### src/hdl/dcq_pkg.sv
package dcq_pkg;

	// default configuration
	localparam int CAPACITY_DEF   = 16;
	localparam int COORD_BITS_DEF = 16;

	// width of the entry count result field
	localparam int COUNT_OUT_BITS = 5;

	// item codes on the mode field
	localparam logic MODE_ADD = 1'b0;
	localparam logic MODE_GET = 1'b1;

	// status of the evaluation pipeline's last stage
	typedef struct packed {
		logic valid;
		logic hit;
	} eval_t;

endpackage

### src/hdl/dirty_rect_coalescing_queue.sv
// channel | signals                                      | moves
// --------+----------------------------------------------+----------------------------------
// req     | req_valid req_ready mode in_left .. in_bottom| one add or get item
// rsp     | rsp_valid rsp_ready out_left .. entry_count  | one result item per request item
//
// a get goes through S_GET_RD, S_GET_WB and S_FINISH to the result (only S_FINISH on an empty store)
// an add scans the stored entries: the single read port of the
// rectangle memory first streams the entries through a 3-stage area check, then on a
// merge the later entries are moved down one per cycle
// reset clears the count, head pointer and all handshake state; memory contents are
// not cleared, only entries below the count are ever read
// a new item is taken while a result waits on rsp; a finished item waits in its last
// state until the result register is free
module dirty_rect_coalescing_queue #(
	parameter int CAPACITY   = dcq_pkg::CAPACITY_DEF,
	parameter int COORD_BITS = dcq_pkg::COORD_BITS_DEF
) (
	input  logic                         clk,
	input  logic                         arst_n,
	input  logic                         req_valid,
	output logic                         req_ready,
	input  logic                         mode,
	input  logic signed [COORD_BITS-1:0] in_left,
	input  logic signed [COORD_BITS-1:0] in_top,
	input  logic signed [COORD_BITS-1:0] in_right,
	input  logic signed [COORD_BITS-1:0] in_bottom,
	output logic                         rsp_valid,
	input  logic                         rsp_ready,
	output logic signed [COORD_BITS-1:0] out_left,
	output logic signed [COORD_BITS-1:0] out_top,
	output logic signed [COORD_BITS-1:0] out_right,
	output logic signed [COORD_BITS-1:0] out_bottom,
	output logic                         was_empty,
	output logic                         merged,
	output logic                         dropped,
	output logic [dcq_pkg::COUNT_OUT_BITS-1:0] entry_count
);
	import dcq_pkg::*;

	localparam int CB = COORD_BITS;
	localparam int RW = 4 * CB;                    // one stored rectangle
	localparam int IW = $clog2(CAPACITY);          // memory address
	localparam int CW = $clog2(CAPACITY + 1);      // count, 0 .. CAPACITY

	typedef enum logic [6:0] {
		S_IDLE   = 7'b0000001,
		S_GET_RD = 7'b0000010,
		S_GET_WB = 7'b0000100,
		S_SCAN   = 7'b0001000,
		S_SHIFT  = 7'b0010000,
		S_APPEND = 7'b0100000,
		S_FINISH = 7'b1000000
	} state_t;

	// logical position to memory address: the store is a ring starting at head
	function automatic logic [IW-1:0] phys(input logic [IW-1:0] head, input logic [CW-1:0] k);
		logic [CW:0] s;
		begin
			s = (CW + 1)'(head) + (CW + 1)'(k);
			if (s >= (CW + 1)'(CAPACITY)) begin
				s = s - (CW + 1)'(CAPACITY);
			end
			return IW'(s);
		end
	endfunction

	// control state
	state_t          state_q;
	logic [CW-1:0]   count_q;
	logic [IW-1:0]   head_q;
	logic [CW-1:0]   ptr_q;      // scan issue index, then close-up read index
	logic            rdv_s1;     // read data belongs to the scan
	logic [CW-1:0]   ridx_s1;
	logic            wv_s1;      // read data is a close-up move
	logic [IW-1:0]   wa_s1;

	// item payload and pending result
	logic [RW-1:0]   nw_q;
	logic [RW-1:0]   uni_q;
	logic [RW-1:0]   res_rect_q;
	logic            res_empty_q, res_merged_q, res_dropped_q;

	// result register
	logic            rsp_valid_q;
	logic [RW-1:0]   out_rect_q;
	logic            out_empty_q, out_merged_q, out_dropped_q;
	logic [COUNT_OUT_BITS-1:0] out_count_q;

	// rectangle memory
	logic [RW-1:0]   mem [CAPACITY];
	logic [RW-1:0]   rdata;
	logic [IW-1:0]   raddr, waddr;
	logic [RW-1:0]   wdata;
	logic            we;

	// evaluation pipeline
	eval_t           ev;
	logic [CW-1:0]   ev_idx;
	logic [RW-1:0]   ev_uni;

	logic            accept, scan_rd, shift_rd, ev_hit, ev_miss, ev_stop;
	logic            shift_done, rsp_free, store_full;

	assign req_ready  = (state_q == S_IDLE);
	assign accept     = req_valid && req_ready;
	assign store_full = (count_q >= CW'(CAPACITY));
	assign rsp_free   = !rsp_valid_q || rsp_ready;

	// scan stops at the first qualifying entry, or after the last entry
	assign ev_hit   = (state_q == S_SCAN) && ev.valid && ev.hit;
	assign ev_miss  = (state_q == S_SCAN) && ev.valid && !ev.hit
		&& (ev_idx == count_q - CW'(1));
	assign ev_stop  = ev_hit || ev_miss;
	assign scan_rd  = (state_q == S_SCAN) && (ptr_q < count_q) && !ev_stop;
	assign shift_rd = (state_q == S_SHIFT) && (ptr_q < count_q);
	// all moves written, merged box goes to the tail
	assign shift_done = (state_q == S_SHIFT) && !shift_rd && !wv_s1;

	// read address: head for a get, running index otherwise
	always_comb begin
		if (state_q == S_GET_RD) begin
			raddr = head_q;
		end else begin
			raddr = phys(head_q, ptr_q);
		end
	end

	// single write port: close-up moves, merged box, or plain append
	always_comb begin
		we    = 1'b0;
		waddr = phys(head_q, count_q);
		wdata = nw_q;
		priority if ((state_q == S_SHIFT) && wv_s1) begin
			we    = 1'b1;
			waddr = wa_s1;
			wdata = rdata;
		end else if (shift_done) begin
			we    = 1'b1;
			waddr = phys(head_q, count_q - CW'(1));
			wdata = uni_q;
		end else if ((state_q == S_APPEND) && !store_full) begin
			we    = 1'b1;
		end
	end

	always_ff @(posedge clk) begin
		if (we) begin
			mem[waddr] <= wdata;
		end
		rdata <= mem[raddr];
	end

	dcq_eval #(
		.COORD_BITS (COORD_BITS),
		.IDX_BITS   (CW)
	) u_eval (
		.clk      (clk),
		.arst_n   (arst_n),
		.flush    (ev_stop),
		.rd_valid (rdv_s1),
		.rd_idx   (ridx_s1),
		.entry    (rdata),
		.nw       (nw_q),
		.ev       (ev),
		.ev_idx   (ev_idx),
		.ev_uni   (ev_uni)
	);

	// sequencer
	always_ff @(posedge clk or negedge arst_n) begin
		if (!arst_n) begin
			state_q     <= S_IDLE;
			count_q     <= '0;
			head_q      <= '0;
			ptr_q       <= '0;
			rdv_s1      <= 1'b0;
			wv_s1       <= 1'b0;
			rsp_valid_q <= 1'b0;
		end else begin
			rdv_s1 <= scan_rd;
			wv_s1  <= shift_rd;
			// result register loads when free, empties when taken
			if ((state_q == S_FINISH) && rsp_free) begin
				rsp_valid_q <= 1'b1;
			end else if (rsp_ready) begin
				rsp_valid_q <= 1'b0;
			end
			unique case (state_q)
				S_IDLE: begin
					ptr_q <= '0;
					if (accept) begin
						priority if (mode == MODE_GET) begin
							state_q <= (count_q == '0) ? S_FINISH : S_GET_RD;
						end else begin
							state_q <= (count_q == '0) ? S_APPEND : S_SCAN;
						end
					end
				end
				S_GET_RD: begin
					state_q <= S_GET_WB;
				end
				S_GET_WB: begin
					// pop the oldest entry by moving the ring head
					head_q  <= (head_q == IW'(CAPACITY - 1)) ? '0 : head_q + IW'(1);
					count_q <= count_q - CW'(1);
					state_q <= S_FINISH;
				end
				S_SCAN: begin
					priority if (ev_hit) begin
						ptr_q   <= ev_idx + CW'(1);
						state_q <= S_SHIFT;
					end else if (ev_miss) begin
						state_q <= S_APPEND;
					end else if (scan_rd) begin
						ptr_q <= ptr_q + CW'(1);
					end
				end
				S_SHIFT: begin
					if (shift_rd) begin
						ptr_q <= ptr_q + CW'(1);
					end
					if (shift_done) begin
						state_q <= S_FINISH;
					end
				end
				S_APPEND: begin
					if (!store_full) begin
						count_q <= count_q + CW'(1);
					end
					state_q <= S_FINISH;
				end
				S_FINISH: begin
					if (rsp_free) begin
						state_q <= S_IDLE;
					end
				end
				default: begin
					state_q <= S_IDLE;
				end
			endcase
		end
	end

	// payload registers
	always_ff @(posedge clk) begin
		ridx_s1 <= ptr_q;
		wa_s1   <= phys(head_q, ptr_q - CW'(1));
		if (accept) begin
			nw_q          <= {in_bottom, in_right, in_top, in_left};
			res_rect_q    <= '0;
			res_empty_q   <= (mode == MODE_GET) && (count_q == '0);
			res_merged_q  <= 1'b0;
			res_dropped_q <= 1'b0;
		end
		if (state_q == S_GET_WB) begin
			res_rect_q <= rdata;
		end
		if (ev_hit) begin
			uni_q <= ev_uni;
		end
		if (shift_done) begin
			res_merged_q <= 1'b1;
		end
		if (state_q == S_APPEND) begin
			res_dropped_q <= store_full;
		end
		if ((state_q == S_FINISH) && rsp_free) begin
			out_rect_q    <= res_rect_q;
			out_empty_q   <= res_empty_q;
			out_merged_q  <= res_merged_q;
			out_dropped_q <= res_dropped_q;
			out_count_q   <= COUNT_OUT_BITS'(count_q);
		end
	end

	assign rsp_valid   = rsp_valid_q;
	assign out_left    = out_rect_q[CB-1:0];
	assign out_top     = out_rect_q[2*CB-1:CB];
	assign out_right   = out_rect_q[3*CB-1:2*CB];
	assign out_bottom  = out_rect_q[4*CB-1:3*CB];
	assign was_empty   = out_empty_q;
	assign merged      = out_merged_q;
	assign dropped     = out_dropped_q;
	assign entry_count = out_count_q;

endmodule

### src/hdl/dcq_eval.sv
module dcq_eval #(
	parameter int COORD_BITS = dcq_pkg::COORD_BITS_DEF,
	parameter int IDX_BITS   = 5
) (
	input  logic                    clk,
	input  logic                    arst_n,
	input  logic                    flush,
	input  logic                    rd_valid,
	input  logic [IDX_BITS-1:0]     rd_idx,
	input  logic [4*COORD_BITS-1:0] entry,
	input  logic [4*COORD_BITS-1:0] nw,
	output dcq_pkg::eval_t          ev,
	output logic [IDX_BITS-1:0]     ev_idx,
	output logic [4*COORD_BITS-1:0] ev_uni
);
	import dcq_pkg::*;

	localparam int CB = COORD_BITS;
	localparam int DW = CB + 1;
	localparam int SW = (DW > 32) ? 32 : DW;
	localparam int PW = 2 * SW;
	localparam logic signed [DW-1:0] LIM_D  = DW'((64'sd1 <<< (SW - 1)) - 64'sd1);
	localparam logic signed [DW-1:0] NLIM_D = -LIM_D;

	// exact side length, saturated to the multiplier width
	function automatic logic signed [SW-1:0] side(input logic [CB-1:0] lo,
		input logic [CB-1:0] hi);
		logic signed [DW-1:0] d;
		begin
			d = $signed({hi[CB-1], hi}) - $signed({lo[CB-1], lo});
			if (d > LIM_D) begin
				d = LIM_D;
			end else if (d < NLIM_D) begin
				d = NLIM_D;
			end
			return d[SW-1:0];
		end
	endfunction

	logic signed [CB-1:0] el, et, er, eb, nl, nt, nr, nb;
	logic signed [CB-1:0] ul, ut, ur, ub;
	logic                 e_empty, n_empty;

	assign el = entry[CB-1:0];
	assign et = entry[2*CB-1:CB];
	assign er = entry[3*CB-1:2*CB];
	assign eb = entry[4*CB-1:3*CB];
	assign nl = nw[CB-1:0];
	assign nt = nw[2*CB-1:CB];
	assign nr = nw[3*CB-1:2*CB];
	assign nb = nw[4*CB-1:3*CB];

	assign e_empty = (er <= el) || (eb <= et);
	assign n_empty = (nr <= nl) || (nb <= nt);

	// bounding box of stored entry and new rectangle
	always_comb begin
		priority if (e_empty && n_empty) begin
			ul = '0; ut = '0; ur = '0; ub = '0;
		end else if (e_empty) begin
			ul = nl; ut = nt; ur = nr; ub = nb;
		end else if (n_empty) begin
			ul = el; ut = et; ur = er; ub = eb;
		end else begin
			ul = (el < nl) ? el : nl;
			ut = (et < nt) ? et : nt;
			ur = (er > nr) ? er : nr;
			ub = (eb > nb) ? eb : nb;
		end
	end

	// stage 2: box and sides
	logic                    v_s2;
	logic [IDX_BITS-1:0]     idx_s2;
	logic [4*CB-1:0]         uni_s2;
	logic signed [SW-1:0]    uw_s2, uh_s2, ew_s2, eh_s2;
	// stage 3: areas
	logic                    v_s3;
	logic [IDX_BITS-1:0]     idx_s3;
	logic [4*CB-1:0]         uni_s3;
	logic signed [PW-1:0]    ua_s3, ea_s3;
	// area of the new rectangle, held while it is stable
	logic signed [PW-1:0]    anw_q;
	logic signed [SW-1:0]    nw_w, nw_h;

	assign nw_w = side(nw[CB-1:0], nw[3*CB-1:2*CB]);
	assign nw_h = side(nw[2*CB-1:CB], nw[4*CB-1:3*CB]);

	always_ff @(posedge clk or negedge arst_n) begin
		if (!arst_n) begin
			v_s2 <= 1'b0;
			v_s3 <= 1'b0;
		end else begin
			v_s2 <= rd_valid && !flush;
			v_s3 <= v_s2 && !flush;
		end
	end

	always_ff @(posedge clk) begin
		anw_q  <= nw_w * nw_h;
		idx_s2 <= rd_idx;
		uni_s2 <= {ub, ur, ut, ul};
		uw_s2  <= side(ul, ur);
		uh_s2  <= side(ut, ub);
		ew_s2  <= side(el, er);
		eh_s2  <= side(et, eb);
		idx_s3 <= idx_s2;
		uni_s3 <= uni_s2;
		ua_s3  <= uw_s2 * uh_s2;
		ea_s3  <= ew_s2 * eh_s2;
	end

	logic signed [PW:0] sum_s3;
	assign sum_s3 = $signed({ea_s3[PW-1], ea_s3}) + $signed({anw_q[PW-1], anw_q});

	assign ev.valid = v_s3;
	assign ev.hit   = $signed({ua_s3[PW-1], ua_s3}) <= sum_s3;
	assign ev_idx   = idx_s3;
	assign ev_uni   = uni_s3;

endmodule

### config.mk
export PLATFORM = sky130hd
export DESIGN_NAME = dirty_rect_coalescing_queue
export DESIGN_NICKNAME = d
export VERILOG_FILES = /design/src/hdl/dcq_pkg.sv /design/src/hdl/dirty_rect_coalescing_queue.sv /design/src/hdl/dcq_eval.sv
export SDC_FILE = /design/constraint.sdc
export NUM_CORES = 2
export LEC_CHECK = 0
export ABC_AREA = 1
export BUFFER_PORTS_ARGS = -buffer_cell sky130_fd_sc_hd__buf_2
export CORE_UTILIZATION = 30
export CTS_CLUSTER_SIZE = 8
export DETAILED_ROUTE_END_ITERATION = 8
export SYNTH_ARGS = -nofsm -noshare
export SYNTH_HDL_FRONTEND = slang
export SYNTH_HIERARCHICAL = 1
export SYNTH_SLANG_ARGS = --single-unit
### constraint.sdc
create_clock -name clk -period 15.5 [get_ports clk]
set_input_delay 0.775 -clock clk [delete_from_list [all_inputs] [get_ports clk]]
set_output_delay 0.775 -clock clk [all_outputs]
set_load 0.05 [all_outputs]
Yosys cells after proc, flatten, opt, wreduce, memory -nomap -nowiden
Memory sizes are Yosys's and may differ from the RTL's. A register that Yosys moved wholly into a read port is not among the register bits.
Index checks and enable logic that the tools add are counted.
W data, S select, Z words.

storage, ports and cells
  register bits = 610
  RAM bits = 1,024
  input bits = 69
  output and inout bits = 74
  word-level logic and storage cells = 208
  memories = 1

memories
  memory  depth  bits a word  read ports  clocked after memory_dff  write ports  RTL line                           RTL
  mem     16     64           1           1                         1            dirty_rect_coalescing_queue.sv:90  logic [RW-1:0] mem [CAPACITY];

cells by class
  add/subtract/negate cells = 21
  $mul = 3
  order comparisons = 27
  equality and inequality tests = 17
  multiplexer cells = 61
  reductions and logical operators = 41

operators by type and width
  kind                    count
  $mux W16                16
  $mux W64                4
  $mux W17                8
  $gt A17 B17 Y1 const B  6
  $lt A17 B17 Y1 const B  6
  $mul A17 B17 Y34        3
  $sub A16 B16 Y17        6
  $le A16 B16 Y1          4
  $mux W7                 7
  $pmux W7 S6             1
  $add A34 B34 Y35        1
  $le A34 B35 Y1          1
  $gt A16 B16 Y1          2
  $lt A16 B16 Y1          2
  $mux W4                 8
  $mux W5                 5
  $add A4 B5 Y6           4
  $ge A6 B5 Y1 const B    4
  $logic_and A1 B1 Y1     17
  $sub A4 B1 Y4 const B   4
  $add A5 B1 Y5 const B   3
  $pmux W5 S3             1
  $pmux W5 S2             1
  $reduce_or A2 Y1        5
  other kinds (25)        51

Logic depth before layout (Yosys ltp)
  depth in word-level cells = 12
  mapped depth = 48
  depth with buffers taken out = 46

By module
The synthesis kept the hierarchy.

by module, submodules not included
  module                       times used  cells an instance  area an instance (um^2)  sequential area each (um^2)
  dirty_rect_coalescing_queue  1           4,771              55,705.9                 40,820.4
  dcq_eval                     1           6,492              51,279.2                 6,216.0

Worst setup path after synthesis
Ideal clock, no wire load.

  path kind = register to register
  start point = register nw_q[16]
  end point = register u_eval.anw_q[30]
  setup time = 72 ps
  arrival = 8,057 ps
  data required time = 15,428 ps
  slack = 7,371 ps
  cell stages (with the launch flop) = 37
  clock period less this slack = 8,129 ps
  cell sequence = edfxtp_1 -> ha_1 -> fa_1 -> o21ai_1 -> nand2_1 -> nand2_1 -> a21oi_1 -> o21ai_1 -> xor2_1 -> nor2_1 -> nand3_1 -> nand2_1 -> ha_1 -> clkbuf_1 -> nor2_1 -> inv_1 -> nor2_1 -> inv_1 -> fa_1 -> inv_1 -> fa_1 -> inv_1 -> fa_1 -> inv_1 -> fa_1 -> fa_1 -> inv_1 -> fa_1 -> inv_1 -> ha_1 -> nand2_1 -> nor4_1 -> nand3_1 -> nand3_1 -> a21oi_1 -> o21ai_0 -> xor2_1

between the ends
  word-level cells in the longest chain between the ends = 5
  elaborated cells between the ends (all ways) = 6
  those cells by class = 1 x add/sub; 1 x mul; 2 x order compare; 2 x mux

ends and longest elaborated chain
  element                 RTL line                            RTL
  from (decl)             dirty_rect_coalescing_queue.sv:78   logic [RW-1:0] nw_q;
  from (signal assigned)  dirty_rect_coalescing_queue.sv:249  nw_q <= {in_bottom, in_right, in_top, in_left};
  $sub A16 B16 Y17 (*)    dcq_eval.sv:30                      d = $signed({hi[CB-1], hi}) - $signed({lo[CB-1], lo});
  $lt A17 B17 Y1          dcq_eval.sv:33                      end else if (d < NLIM_D) begin
  $mux W17                dcq_eval.sv:33
  $mux W17 (*)            dcq_eval.sv:31                      if (d > LIM_D) begin
  $mul A17 B17 Y34 (*)    dcq_eval.sv:100                     anw_q <= nw_w * nw_h;
  to (signal assigned)    dcq_eval.sv:100
  to (decl)               dcq_eval.sv:83                      logic signed [PW-1:0] anw_q;

Mark *: on every way between the ends. The rest lies on a longest branch, timed or not.
A chain may end at the register's enable or synchronous reset.

Worst setup path after layout
  start point = register nw_q[26]
  end point = register u_eval.anw_q[30]

Same word-level chain as after synthesis.

==> impl_metrics.yaml <==
timing:
  fmax_mhz: 106
  worst_slack_ns: 6.06
  period_needed_ns: 9.44
  tns_ns: 0
  tightest_slew_ns: 1.33
  max_slew_margin_pct: 10.8
  finalCritPeriodShare_pct: 60.9
  skew_ns: 0.136
  rsz0062_at_grt: "false"
  drv_slew: 0
  finalSetupViolCount: 0
  finalHoldViolCount: 0
route:
  route.detailed.drc: 0
  dr.first_iter.drc_count: 6676
  firstDrtPassIters: 7
  drt-total-wl_um: 319000
  routed_via_density: 4.69
  vias: 76441
  wl_per_cell_um: 19.5
  ant_nets: 0
status:
  status: "finished clean"
global_routing:
  met2_usage_pct: 29.1
  grt_max_degree: 214
  grt_pass1_vias: 75318
  met3_usage_pct: 2.44
  busiest_layer: "met2"
  grt_antenna_before_repair: 23
  grt_overflow: 0
  grt_use_met1_pct: 22.7
  grt.total_usage_pct: 17.6
  grt_pass1_wl_um: 477000
critical_path:
  worstReg2RegEnd: "u_eval/anw_q[30]"
  slowest_stage: "fa_1"
  critPathMaxFanout: 13
  critPathArrivalTime_ns: 10.16
  end_kind: "flop"
  crit_top_cell: "inv_1"
  reg2regPathDepth: 36
  path_class: "flop to flop"
  max_stage_delay_ns: 0.74
  rr_startpoint: "nw_q[26]"
  crit_start: "nw_q[26]"
  crit_family: "adder cells"
  crit_path_start_kind: "flop"
  cp.buffers_inverters: 8
  cp.depth: 36
  regToRegSetupSlack_ns: 6.06
  cp.required_ns: 16.21
logic_synthesis:
  synth_flop_cell: "edfxtp_1"
  yosysMostFrequentCell: "nand2_1"
  synth_fp_nets: 12736
  synthTopCellsByCount: "3036 x nand2_1, 2082 x inv_1, 1290 x edfxtp_1"
  yosys.area.top_type: "edfxtp_1"
  synth_top_cells_by_area: "edfxtp_1 36%, fa_1 17%, nand2_1 11%"
  synthCells: 11263
  synth_top_area_share_pct: 36.2
  syn_area_um2: 107000
  syn_avg_cell_area_um2: 9.50
  async_flop_share_pct: 1.53
  yosys_warnings: 6
  yosysUniqueCellTypes: 64
  synth_edf_count: 1290
  ys_seq_area_share_pct: 44.0
  ys_ff_latch: 1698
cts:
  clk_pin_slew_ns: 0.06
  ctsResizeCount: 0
  cts.sinks: 1698
  cts.path.max_buffers: 4
  cts_htree_levels: 4
  cts-root-buf: "clkbuf_16"
  cts_setup_buffers: 0
  insertion_delay_ns: 0.90
  cts_hold_buf: 1
  cts_tree: "built"
  numCtsBuffers: 242
floorplanning:
  die_h_um: 599
  core_area_um2: 354000
  io_pins: 143
  rows: 218
  die_w_um: 599
  die_area_um2: 359000
  initial_utilization_pct: 30.2
final_layout:
  final_cell_area_um2: 120000
  postLayoutCoreUtil_pct: 33.9
  fin_nets: 12829
  drive_gt1_share_pct: 5.97
  area_delta_synth_final_pct: 12.1
min_path:
  min_from: "in_top[7]"
  hp-class: "input port to flop"
  hold_path_depth: 1
  whs_endpoint: "nw_q[23]"
place:
  dpl.hpwl_um: 225000
  port_buffers: 142
  pre_cts_ws_ns: 6.18
  gp_congestion: 0.985
  placed_area_um2: 113000
job:
  max_cap_violations: 0
==> worst max path at each step <==
stage                                  end
after floorplan           u_eval/anw_q[30]
after detailed placement  u_eval/anw_q[30]
final                     u_eval/anw_q[30]
after global placement    u_eval/anw_q[30]
after CTS                 u_eval/anw_q[30]
after global routing      u_eval/anw_q[30]
==> kinds of logic after synthesis <==
| logic type | share of synthesized area, % |
|---|---|
| simple gates | 18.0 |
| compound gates | 4.29 |
| flops | 44.0 |
| fa+ha+maj | 22.7 |
| buf+inv | 9.29 |
| xor+xnor | 1.74 |
==> per-layer routing <==
metal  routed length (um)  part of all wire [%]  vias to the layer above
met5                    0                     0                        -
met4                15300                   4.8                        0
met3                20800                   6.5                      594
met2               150000                    47                     2544
met1               133000                    42                    37577
li1                     -                     -                    35726
==> per-stage QoR <==
step / hold WS (ns) / instances
finish: 0.0655 / 16296
global route: 0.0564 / 16287
CTS: 0.0301 / 16274
detailed placement: 0.312 / 15840
floorplan: 0.310 / 11263
global placement: 0.310 / 15840
==> flip-flops by register name, indices dropped and copies added (netlist names), 7 cells and up <==
register,flops
u_eval/ua_s3,34
uni_q,64
u_eval/eh_s2,17
u_eval/uw_s2,17
u_eval/ew_s2,17
res_rect_q,64
mem,1024
state_q,7
u_eval/anw_q,34
u_eval/uh_s2,17
nw_q,64
u_eval/ev_uni,64
u_eval/uni_s2,64
out_rect_q,64
rdata,64
u_eval/ea_s3,34
==> area by class of cell <==
class / count / area (um2)
Timing Repair Buffer: 286 / 1860
Fill cell: 35956 / 234000
Inverter: 2110 / 7930
Clock inverter: 12 / 126
Antenna cell: 21 / 52.6
Tap cell: 4730 / 5920
Sequential cell: 1698 / 47000
Clock buffer: 421 / 6780
Multi-Input combinational cell: 7018 / 50200
==> worst register-to-register path, delay by kind of cell, from the launching register on <==
kind	cells	cell delay, ns
AND/OR/NAND/NOR	12	2.07
XOR/XNOR	1	0.19
buffers and inverters	8	1.08
AO/OA/AOI/OAI	6	1.11
adder cells (fa/ha/maj)	9	4.40
flip-flops	1	0.39
==> placed cells by master (no fill, tap or decap), types with 17 or more instances in the layout <==
cell	netlist	final
nand3b_1	26	26
or2_2	42	42
nor3_1	72	72
inv_2	19	18
buf_2	158	142
nor2_1	538	520
a21oi_1	272	272
diode_2	0	21
a31oi_1	17	17
dfrtp_1	25	25
o21bai_1	28	28
ha_1	505	505
dfxtp_1	382	382
nand2_1	3036	3033
edfxtp_1	1290	1290
xor2_1	106	106
nand4_1	50	50
o21ai_0	141	140
a21o_1	25	25
buf_4	29	138
clkbuf_16	0	242
fa_1	899	899
xnor2_1	103	102
inv_1	2082	2081
nand3_1	821	820
clkbuf_1	219	174
nor2_4	7	26
o211ai_1	199	199
Power is not shown: default switching activity piles up to over one toggle a cycle in this logic, so the estimate is an artifact.
